`src/spq_pkg.sv`:
```
package spq_pkg;

  typedef enum logic [1:0] {
    OP_INSERT = 2'd0,
    OP_DELETE = 2'd1,
    OP_PEEK   = 2'd2,
    OP_CLEAR  = 2'd3
  } spq_op_t;

  typedef enum logic [1:0] {
    STS_DONE  = 2'd0,
    STS_EMPTY = 2'd1,
    STS_FULL  = 2'd2
  } spq_status_t;

  typedef struct packed {
    logic capture;
    logic do_insert;
    logic do_delete;
    logic do_clear;
    logic take_head;
  } spq_cmd_t;

  typedef struct packed {
    logic cnt_zero;
    logic full;
  } spq_stat_t;

endpackage

```
`src/spq_if.sv`:
```
interface spq_in_if #(
  parameter int DATA_BITS = 32,
  parameter int PRIO_BITS = 16
);
  logic                        valid;
  logic                        ready;
  logic [1:0]                  operation;
  logic signed [DATA_BITS-1:0] item_data;
  logic signed [PRIO_BITS-1:0] item_priority;

  modport source (output valid, operation, item_data, item_priority, input ready);
  modport sink   (input valid, operation, item_data, item_priority, output ready);
endinterface

interface spq_out_if #(
  parameter int DATA_BITS = 32,
  parameter int PRIO_BITS = 16,
  parameter int CNT_BITS  = 5
);
  logic                        valid;
  logic                        ready;
  logic [1:0]                  status;
  logic signed [DATA_BITS-1:0] out_data;
  logic signed [PRIO_BITS-1:0] out_priority;
  logic                        now_empty;
  logic [CNT_BITS-1:0]         entry_total;

  modport source (output valid, status, out_data, out_priority, now_empty, entry_total,
                  input ready);
  modport sink   (input valid, status, out_data, out_priority, now_empty, entry_total,
                  output ready);
endinterface

```
`src/sorted_priority_queue_top.sv`:
```
// Sorted priority queue, ascending priority, head served first.
// A result is registered and shown in the cycle after its item is accepted.
// Throughput: one item per cycle unless stalled; every slot compares and shifts in parallel.
// The output register frees when its beat is taken, so input is held off only under stall.
// Reset (synchronous, rst_n low) empties the queue; slot contents stay unknown.
module sorted_priority_queue_top #(
  parameter int CAPACITY  = 16,
  parameter int DATA_BITS = 32,
  parameter int PRIO_BITS = 16,
  parameter int CNT_BITS  = 5
) (
  input logic      clk,
  input logic      rst_n,
  spq_in_if.sink   in_bus,
  spq_out_if.source out_bus
);
  import spq_pkg::*;

  spq_cmd_t  cmd;
  spq_stat_t stat;

  spq_ctrl u_ctrl (
    .clk          (clk),
    .rst_n        (rst_n),
    .in_valid     (in_bus.valid),
    .in_ready     (in_bus.ready),
    .in_operation (in_bus.operation),
    .out_valid    (out_bus.valid),
    .out_ready    (out_bus.ready),
    .out_status   (out_bus.status),
    .cmd          (cmd),
    .stat         (stat)
  );

  spq_datapath #(
    .CAPACITY  (CAPACITY),
    .DATA_BITS (DATA_BITS),
    .PRIO_BITS (PRIO_BITS),
    .CNT_BITS  (CNT_BITS)
  ) u_datapath (
    .clk           (clk),
    .rst_n         (rst_n),
    .cmd           (cmd),
    .stat          (stat),
    .item_data     (in_bus.item_data),
    .item_priority (in_bus.item_priority),
    .res_data      (out_bus.out_data),
    .res_priority  (out_bus.out_priority),
    .res_empty     (out_bus.now_empty),
    .res_count     (out_bus.entry_total)
  );

endmodule

```
`src/spq_datapath.sv`:
```
module spq_datapath #(
  parameter int CAPACITY  = 16,
  parameter int DATA_BITS = 32,
  parameter int PRIO_BITS = 16,
  parameter int CNT_BITS  = 5
) (
  input  logic                        clk,
  input  logic                        rst_n,
  input  spq_pkg::spq_cmd_t           cmd,
  output spq_pkg::spq_stat_t          stat,
  input  logic signed [DATA_BITS-1:0] item_data,
  input  logic signed [PRIO_BITS-1:0] item_priority,
  output logic signed [DATA_BITS-1:0] res_data,
  output logic signed [PRIO_BITS-1:0] res_priority,
  output logic                        res_empty,
  output logic [CNT_BITS-1:0]         res_count
);
  import spq_pkg::*;

  logic signed [DATA_BITS-1:0] slot_data_r     [CAPACITY];
  logic signed [PRIO_BITS-1:0] slot_priority_r [CAPACITY];
  logic [CAPACITY-1:0]         keep;
  logic [CNT_BITS-1:0]         count_r;
  logic [CNT_BITS-1:0]         count_nxt;
  logic signed [DATA_BITS-1:0] res_data_r;
  logic signed [PRIO_BITS-1:0] res_priority_r;
  logic                        res_empty_r;
  logic [CNT_BITS-1:0]         res_count_r;

  // A slot keeps its entry on insert when it sits ahead of the new one.
  // The head wins ties; every other slot yields to an equal priority.
  always_comb begin
    for (int i = 0; i < CAPACITY; i++) begin
      if (i == 0) begin
        keep[i] = (count_r != '0) && (slot_priority_r[i] <= item_priority);
      end else begin
        keep[i] = (CNT_BITS'(i) < count_r) && (slot_priority_r[i] < item_priority);
      end
    end
  end

  genvar g;
  generate
    for (g = 0; g < CAPACITY; g++) begin : g_slot
      logic signed [DATA_BITS-1:0] up_data;
      logic signed [PRIO_BITS-1:0] up_priority;
      logic                        take_new;

      if (g == 0) begin : g_head
        assign take_new = 1'b1;
      end else begin : g_body
        assign take_new = keep[g-1];
      end

      if (g == CAPACITY - 1) begin : g_last
        assign up_data     = slot_data_r[g];
        assign up_priority = slot_priority_r[g];
      end else begin : g_mid
        assign up_data     = slot_data_r[g+1];
        assign up_priority = slot_priority_r[g+1];
      end

      always_ff @(posedge clk) begin
        if (cmd.do_insert && !keep[g]) begin
          if (take_new) begin
            slot_data_r[g]     <= item_data;
            slot_priority_r[g] <= item_priority;
          end else begin
            slot_data_r[g]     <= slot_data_r[(g == 0) ? 0 : g - 1];
            slot_priority_r[g] <= slot_priority_r[(g == 0) ? 0 : g - 1];
          end
        end else if (cmd.do_delete) begin
          slot_data_r[g]     <= up_data;
          slot_priority_r[g] <= up_priority;
        end
      end
    end
  endgenerate

  always_comb begin
    priority if (cmd.do_clear) begin
      count_nxt = '0;
    end else if (cmd.do_insert) begin
      count_nxt = count_r + CNT_BITS'(1);
    end else if (cmd.do_delete) begin
      count_nxt = count_r - CNT_BITS'(1);
    end else begin
      count_nxt = count_r;
    end
  end

  always_ff @(posedge clk) begin
    if (!rst_n) begin
      count_r <= '0;
    end else begin
      count_r <= count_nxt;
    end
  end

  always_ff @(posedge clk) begin
    if (cmd.capture) begin
      res_data_r     <= cmd.take_head ? slot_data_r[0] : '0;
      res_priority_r <= cmd.take_head ? slot_priority_r[0] : '0;
      res_empty_r    <= (count_nxt == '0);
      res_count_r    <= count_nxt;
    end
  end

  assign stat.cnt_zero = (count_r == '0);
  assign stat.full     = (count_r == CNT_BITS'(CAPACITY));
  assign res_data      = res_data_r;
  assign res_priority  = res_priority_r;
  assign res_empty     = res_empty_r;
  assign res_count     = res_count_r;

`ifndef SYNTH
  a_count_bound: assert property (@(posedge clk) disable iff (!rst_n)
    count_r <= CNT_BITS'(CAPACITY))
    else $error("entry count above capacity");

  a_no_insert_full: assert property (@(posedge clk) disable iff (!rst_n)
    cmd.do_insert |-> !stat.full)
    else $error("insert issued into a full queue");

  a_clear_zero: assert property (@(posedge clk) disable iff (!rst_n)
    cmd.do_clear |=> count_r == '0)
    else $error("count not zero after clear");

  a_insert_count: assert property (@(posedge clk) disable iff (!rst_n)
    cmd.do_insert |=> count_r == $past(count_r) + CNT_BITS'(1))
    else $error("count did not advance on insert");
`endif

endmodule

```
`src/spq_ctrl.sv`:
```
module spq_ctrl (
  input  logic                 clk,
  input  logic                 rst_n,
  input  logic                 in_valid,
  output logic                 in_ready,
  input  logic [1:0]           in_operation,
  output logic                 out_valid,
  input  logic                 out_ready,
  output logic [1:0]           out_status,
  output spq_pkg::spq_cmd_t    cmd,
  input  spq_pkg::spq_stat_t   stat
);
  import spq_pkg::*;

  typedef enum logic {
    IDLE,
    HOLD
  } state_t;

  state_t      state_r;
  spq_status_t status_r;
  spq_status_t status_nxt;
  spq_op_t     op;
  logic        fire;

  assign op       = spq_op_t'(in_operation);
  assign in_ready = (state_r == IDLE) || out_ready;
  assign fire     = in_valid && in_ready;

  always_comb begin
    cmd        = '0;
    status_nxt = STS_DONE;
    cmd.capture = fire;
    if (fire) begin
      unique case (op)
        OP_INSERT: begin
          cmd.do_insert = !stat.full;
          status_nxt    = stat.full ? STS_FULL : STS_DONE;
        end
        OP_DELETE: begin
          cmd.do_delete = !stat.cnt_zero;
          cmd.take_head = !stat.cnt_zero;
          status_nxt    = stat.cnt_zero ? STS_EMPTY : STS_DONE;
        end
        OP_PEEK: begin
          cmd.take_head = !stat.cnt_zero;
          status_nxt    = stat.cnt_zero ? STS_EMPTY : STS_DONE;
        end
        OP_CLEAR: begin
          cmd.do_clear = 1'b1;
        end
      endcase
    end
  end

  // Hold the result beat until taken; a new beat may replace it the same cycle.
  always_ff @(posedge clk) begin
    if (!rst_n) begin
      state_r <= IDLE;
    end else if (fire) begin
      state_r  <= HOLD;
      status_r <= status_nxt;
    end else if (out_ready) begin
      state_r <= IDLE;
    end
  end

  assign out_valid  = (state_r == HOLD);
  assign out_status = status_r;

`ifndef SYNTH
  a_valid_from_beat: assert property (@(posedge clk) disable iff (!rst_n)
    $rose(out_valid) |-> $past(fire))
    else $error("result shown without an accepted beat");

  a_result_kept: assert property (@(posedge clk) disable iff (!rst_n)
    (out_valid && !out_ready) |=> out_valid)
    else $error("result dropped before it was taken");

  a_one_op: assert property (@(posedge clk) disable iff (!rst_n)
    $countones({cmd.do_insert, cmd.do_delete, cmd.do_clear}) <= 1)
    else $error("more than one queue update at once");
`endif

endmodule
```
`src/flat_wrapper.sv`:
```
// flat-port wrapper written by rule: the top's interface ports become plain ports
module sorted_priority_queue_top_flat import spq_pkg::*;
#(
  parameter int CAPACITY  = 16,
  parameter int DATA_BITS = 32,
  parameter int PRIO_BITS = 16,
  parameter int CNT_BITS  = 5
)
  (clk, rst_n, in_bus_valid, in_bus_operation, in_bus_item_data, in_bus_item_priority, in_bus_ready, out_bus_valid, out_bus_status, out_bus_out_data, out_bus_out_priority, out_bus_now_empty, out_bus_entry_total, out_bus_ready);
  spq_in_if #(.DATA_BITS(DATA_BITS), .PRIO_BITS(PRIO_BITS)) in_bus_i ();
  spq_out_if #(.DATA_BITS(DATA_BITS), .PRIO_BITS(PRIO_BITS), .CNT_BITS(CNT_BITS)) out_bus_i ();
  input logic clk;
  input logic rst_n;
  input wire logic [$bits(in_bus_i.valid)-1:0] in_bus_valid;
  input wire logic [$bits(in_bus_i.operation)-1:0] in_bus_operation;
  input wire logic [$bits(in_bus_i.item_data)-1:0] in_bus_item_data;
  input wire logic [$bits(in_bus_i.item_priority)-1:0] in_bus_item_priority;
  output wire logic [$bits(in_bus_i.ready)-1:0] in_bus_ready;
  output wire logic [$bits(out_bus_i.valid)-1:0] out_bus_valid;
  output wire logic [$bits(out_bus_i.status)-1:0] out_bus_status;
  output wire logic [$bits(out_bus_i.out_data)-1:0] out_bus_out_data;
  output wire logic [$bits(out_bus_i.out_priority)-1:0] out_bus_out_priority;
  output wire logic [$bits(out_bus_i.now_empty)-1:0] out_bus_now_empty;
  output wire logic [$bits(out_bus_i.entry_total)-1:0] out_bus_entry_total;
  input wire logic [$bits(out_bus_i.ready)-1:0] out_bus_ready;
  assign in_bus_i.valid = in_bus_valid;
  assign in_bus_i.operation = in_bus_operation;
  assign in_bus_i.item_data = in_bus_item_data;
  assign in_bus_i.item_priority = in_bus_item_priority;
  assign in_bus_ready = in_bus_i.ready;
  assign out_bus_valid = out_bus_i.valid;
  assign out_bus_status = out_bus_i.status;
  assign out_bus_out_data = out_bus_i.out_data;
  assign out_bus_out_priority = out_bus_i.out_priority;
  assign out_bus_now_empty = out_bus_i.now_empty;
  assign out_bus_entry_total = out_bus_i.entry_total;
  assign out_bus_i.ready = out_bus_ready;
  sorted_priority_queue_top #(.CAPACITY(CAPACITY), .DATA_BITS(DATA_BITS), .PRIO_BITS(PRIO_BITS), .CNT_BITS(CNT_BITS)) u_core (.clk(clk), .rst_n(rst_n), .in_bus(in_bus_i), .out_bus(out_bus_i));
endmodule
```
`config.mk`:
```
export PLATFORM = sky130hd
export DESIGN_NAME = sorted_priority_queue_top_flat
export DESIGN_NICKNAME = d
export VERILOG_FILES = /design/src/spq_pkg.sv /design/src/spq_if.sv /design/src/sorted_priority_queue_top.sv /design/src/spq_datapath.sv /design/src/spq_ctrl.sv /design/src/flat_wrapper.sv
export SDC_FILE = /design/constraint.sdc
export NUM_CORES = 2
export LEC_CHECK = 0
export ABC_CLOCK_PERIOD_IN_PS = 14700
export BUFFER_PORTS_ARGS = -buffer_cell sky130_fd_sc_hd__buf_4
export CORE_MARGIN = 2
export CORE_UTILIZATION = 65
export DETAILED_ROUTE_END_ITERATION = 7
export PLACE_DENSITY = 0.86
export SLEW_MARGIN = 0
export SYNTH_ARGS = -nofsm -noshare
export SYNTH_HDL_FRONTEND = slang
export SYNTH_SLANG_ARGS = --single-unit
export TNS_END_PERCENT = 10
```
`constraint.sdc`:
```
create_clock -name clk -period 14.7 [get_ports clk]
set_input_delay 2.94 -clock clk [delete_from_list [all_inputs] [get_ports clk]]
set_output_delay 2.94 -clock clk [all_outputs]
set_load 0.03 [all_outputs]
```
==> results.json <==
{
  "status": "complete, but fails checks",
  "failed_checks": "design-rule violations",
  "unrepaired_setup_endpoints_after_global_routing": "no",
  "post_cts_buffers": 0,
  "routabilityCongestion": 0.936,
  "num_vias": 35900,
  "final.min_clock_period_ps": 7410,
  "reg2reg_path_depth": 10,
  "power.static_leakage_nw": 17.7,
  "synth_top_cell_by_area": "edfxtp_1",
  "synthesis.area_sq_um": 44800,
  "synthCells": 3647,
  "worst_pin_slew_ps": 1370,
  "dr.first_iter.drc_count": 5906,
  "fp.coreArea_sq_um": 68300,
  "power_frac_clock": 0.386,
  "tritoncts_num_sinks": 830,
  "ios": 112,
  "grt_first_pass_wirelength_um": 210000,
  "post_synthesis_sequential_element_count": 830,
  "timing.critical_path.mode_cell": "buf_4",
  "synth_top_area_frac": 0.553,
  "hold_path.startpoint": "u_core.u_datapath.slot_data_r[1][227]",
  "post-dp-hpwl_um": 83700,
  "nets": 3930,
  "insertion_delay_ps": 670,
  "hold_buffers": 0,
  "rows": 96,
  "largest_net_degree_at_the_start_of_global_routing": 97,
  "ctsResizeCount": 0,
  "synth-edff-count": 824,
  "p_comb_frac": 0.119,
  "share_seq_of_total_power": 0.496,
  "vdd_ir_drop_max_uv": 88.5,
  "cp_data_required_time_ps": 15160,
  "initial_core_util": 0.655,
  "cts-buffers-inserted": 87,
  "syn2layout_area_growth_pct": 9.54,
  "die_height_um": 266,
  "vias_per_cell": 7.82,
  "fin_tns_setup_ps": 0,
  "layout.filler_cells": 4361,
  "worst_path_largest_cell_delay_ps": 1050,
  "max_clock_freq_mhz": 135,
  "dr.pass1.iters": 8,
  "totalPowerFinal_mw": 5.73,
  "yosys-top-cells-area": "edfxtp_1, ha_1, a221o_1",
  "ys_types": 78,
  "htree_depth": 3,
  "path_buf_inv": 3,
  "synth-async-reset-ratio": 0,
  "final_core_utilization": 0.718,
  "number_of_antenna_violations_at_the_first_check_in_global_routing": 6,
  "die_area_sq_um": 71000,
  "die_width_um": 266,
  "timing.critical_path.max_delay_family": "compound AO/OA/AOI/OAI gates",
  "drive_above_1_share": 0.128,
  "synth_warnings": 0,
  "final_max_slew_viol_count": 0,
  "clk_path_buf_depth": 3,
  "portbufs": 111,
  "slew-limit-headroom": 0.0854,
  "worst_hold_path.num_cells": 2,
  "path_max_fanout": 49,
  "postRouteAntennaNets": 0,
  "worst_r2r_startpoint": "u_core.u_datapath.slot_priority_r[0][91]",
  "syn-num-nets": 3949,
  "cap_viol_max_count": 0,
  "wl_per_cell_um": 30.8,
  "number_of_hold_violations_in_the_final_report": 0,
  "cts_tree": "done",
  "swShare": 0.257,
  "average_cell_area_after_synthesis_sq_um": 12.3,
  "ys.flop_type": "edfxtp_1",
  "ys_seq_area_frac": 0.555,
  "hold_path_class": "reg2reg",
  "detail_route.wirelength_um": 141000,
  "worst-endpoint-arrival_ps": 7870,
  "path_class": "in2reg",
  "globalRouteTotalUtil": 0.392,
  "cp_cell_sequence": "buf_4, clkinv_1, ha_1, a21oi_1, o21ai_0, a2111oi_0, o21ai_1, a211oi_2, o31a_2, buf_4, a22oi_1, o31ai_1",
  "cts.clk_slew.worst_paths_ps": 60,
  "cp-start-kind": "input pin",
  "p_int_mw": 4.26,
  "final_min_period_over_clock_period": 0.504,
  "power.density_nw_per_um2": 117,
  "grt_pass1_vias": 34100,
  "reg2reg_setup_slack_ps": 9800,
  "timing.clock.skew_ps": 37.8,
  "timing.hold.worst_endpoint": "u_core.u_datapath.slot_data_r[1][195]",
  "timing.critical_path.slowest_stage_cell": "o31a_2",
  "crit_path_end_kind": "register",
  "endpoints_failing_setup": 0,
  "cts_root_buf": "clkbuf_16",
  "drc_errors": 8,
  "switching_power_mw": 1.47,
  "crit-reg2reg-capture": "u_core.u_datapath.slot_data_r[0][188]",
  "overflow": 0
}
worst max path at each step:
stage | from | end | cells past startpoint
2_1_floorplan | in_bus_item_priority[1] | u_core.u_datapath.slot_data_r[1][250] | 12
3_3_place_gp | in_bus_item_priority[9] | u_core.u_datapath.slot_priority_r[0][83] | 12
3_5_place_dp | in_bus_item_priority[9] | u_core.u_datapath.slot_data_r[0][112] | 13
4_1_cts | in_bus_item_priority[9] | u_core.u_datapath.slot_data_r[0][114] | 13
5_1_grt | in_bus_item_priority[9] | u_core.u_datapath.slot_data_r[0][191] | 12
6_report | in_bus_item_priority[9] | u_core.u_datapath.slot_data_r[0][188] | 12
area by class of cell:
cell class              instances  area [sq um]  share of cell area
inverters                      66           249             0.00508
flip-flops and latches        830         24900               0.507
clock buffers                 112          2330              0.0476
repair buffers                192          1440              0.0294
diodes                          4          10.0            0.000204
multi-input cells            2451         18600               0.379
clock inverters                45           440             0.00898
well taps                     882          1100              0.0225
Yosys cell counts (all sizes together), types with 8 or more instances:
| master | n |
|---|---|
| inv | 23 |
| a22oi | 194 |
| a211o | 8 |
| ha | 248 |
| a21oi | 163 |
| and3 | 56 |
| o211ai | 9 |
| nand4 | 25 |
| a221o | 287 |
| buf | 169 |
| o21ai | 145 |
| mux2 | 96 |
| nand2 | 177 |
| nand2b | 21 |
| a211oi | 22 |
| clkbuf | 131 |
| nor3 | 251 |
| clkinv | 43 |
| mux2i | 144 |
| a31oi | 54 |
| edfxtp | 824 |
| o31ai | 152 |
| o22ai | 19 |
| and2 | 56 |
| nor2 | 178 |
| nand3 | 19 |
| a2111oi | 8 |
| a21o | 37 |
per-stage QoR:
step | hold slack, ps | area (sq um) | worst slack, ps | std cells
2_1_floorplan | 496 | 44800 | 5290 | 3647
3_3_place_gp | 502 | 46300 | 7020 | 4421
3_5_place_dp | 518 | 46300 | 6800 | 4421
4_1_cts | 530 | 49000 | 7430 | 4578
5_1_grt | 556 | 49000 | 7140 | 4580
6_report | 530 | 49000 | 7290 | 4582
layer usage:
layer	vias up	wire (um)	GRT usage
li1	14700	-	-
met2	3338	61400	0.574
met1	17200	50300	0.526
met4	6	6600	0.193
met5	-	97	0.00762
met3	570	22700	0.131
placed cells by master (no fill, tap or decap), types with 10 or more instances in the layout:
master     synthesis  layout
mux2_2            96      96
o21ai_0           96      90
and2_1            55      55
nor3_1           247     244
and3_1            56      55
nand2b_1          21      20
clkinv_2           0      10
clkbuf_1         131      21
nand4_1           25      25
a221o_1          287     287
o31ai_1          151     147
mux2i_1          144     144
a31oi_1           53      53
o21ai_1           48      46
edfxtp_1         824     824
a211oi_1          20      20
buf_4             20     192
ha_1             248     248
nand3_1           19      16
clkinv_1          43      63
a21o_1            37      37
a22oi_1          194     194
nand2_1          177     169
a21oi_1          159     158
clkbuf_16          0      89
nor2_1           177     175
o22ai_1           19      19
inv_1             21      21
cells by family after synthesis:
family / after synthesis / synth area share
compound gates: 1138 / 0.191
flops: 830 / 0.555
simple gates: 823 / 0.0899
buf+inv: 366 / 0.0379
fa+ha+maj: 248 / 0.0693
mux: 240 / 0.0563
xor+xnor: 2 / 0.000391
flip-flops by register name, indices dropped and copies added, names as in the netlist:
name and cells:
u_core.u_datapath.slot_priority_r 256, u_core.u_ctrl.out_valid 1, u_core.u_datapath.res_empty 1, u_core.u_datapath.count_r 5, u_core.u_datapath.res_data 32, u_core.u_ctrl.out_status 2
u_core.u_datapath.res_count 5, u_core.u_datapath.slot_data_r 512, u_core.u_datapath.res_priority 16
power groups by stage:
stage	sequential (mW)	combinational, mW	clock [mW]
after global routing	2.84	0.725	2.29
final	2.84	0.680	2.21
after detailed placement	2.88	0.651	0
after floorplan	2.87	0.423	0
after global placement	2.88	0.620	0
after CTS	2.83	0.658	2.20
worst reg2reg max path: cells and delay by family, from the launching register on:
family	cells	cell delay, ps
compound gates	8	3180
fa+ha+maj	1	350
buf+inv	1	690
flops	1	500
No activity file was read; power rests on OpenSTA's default activity.
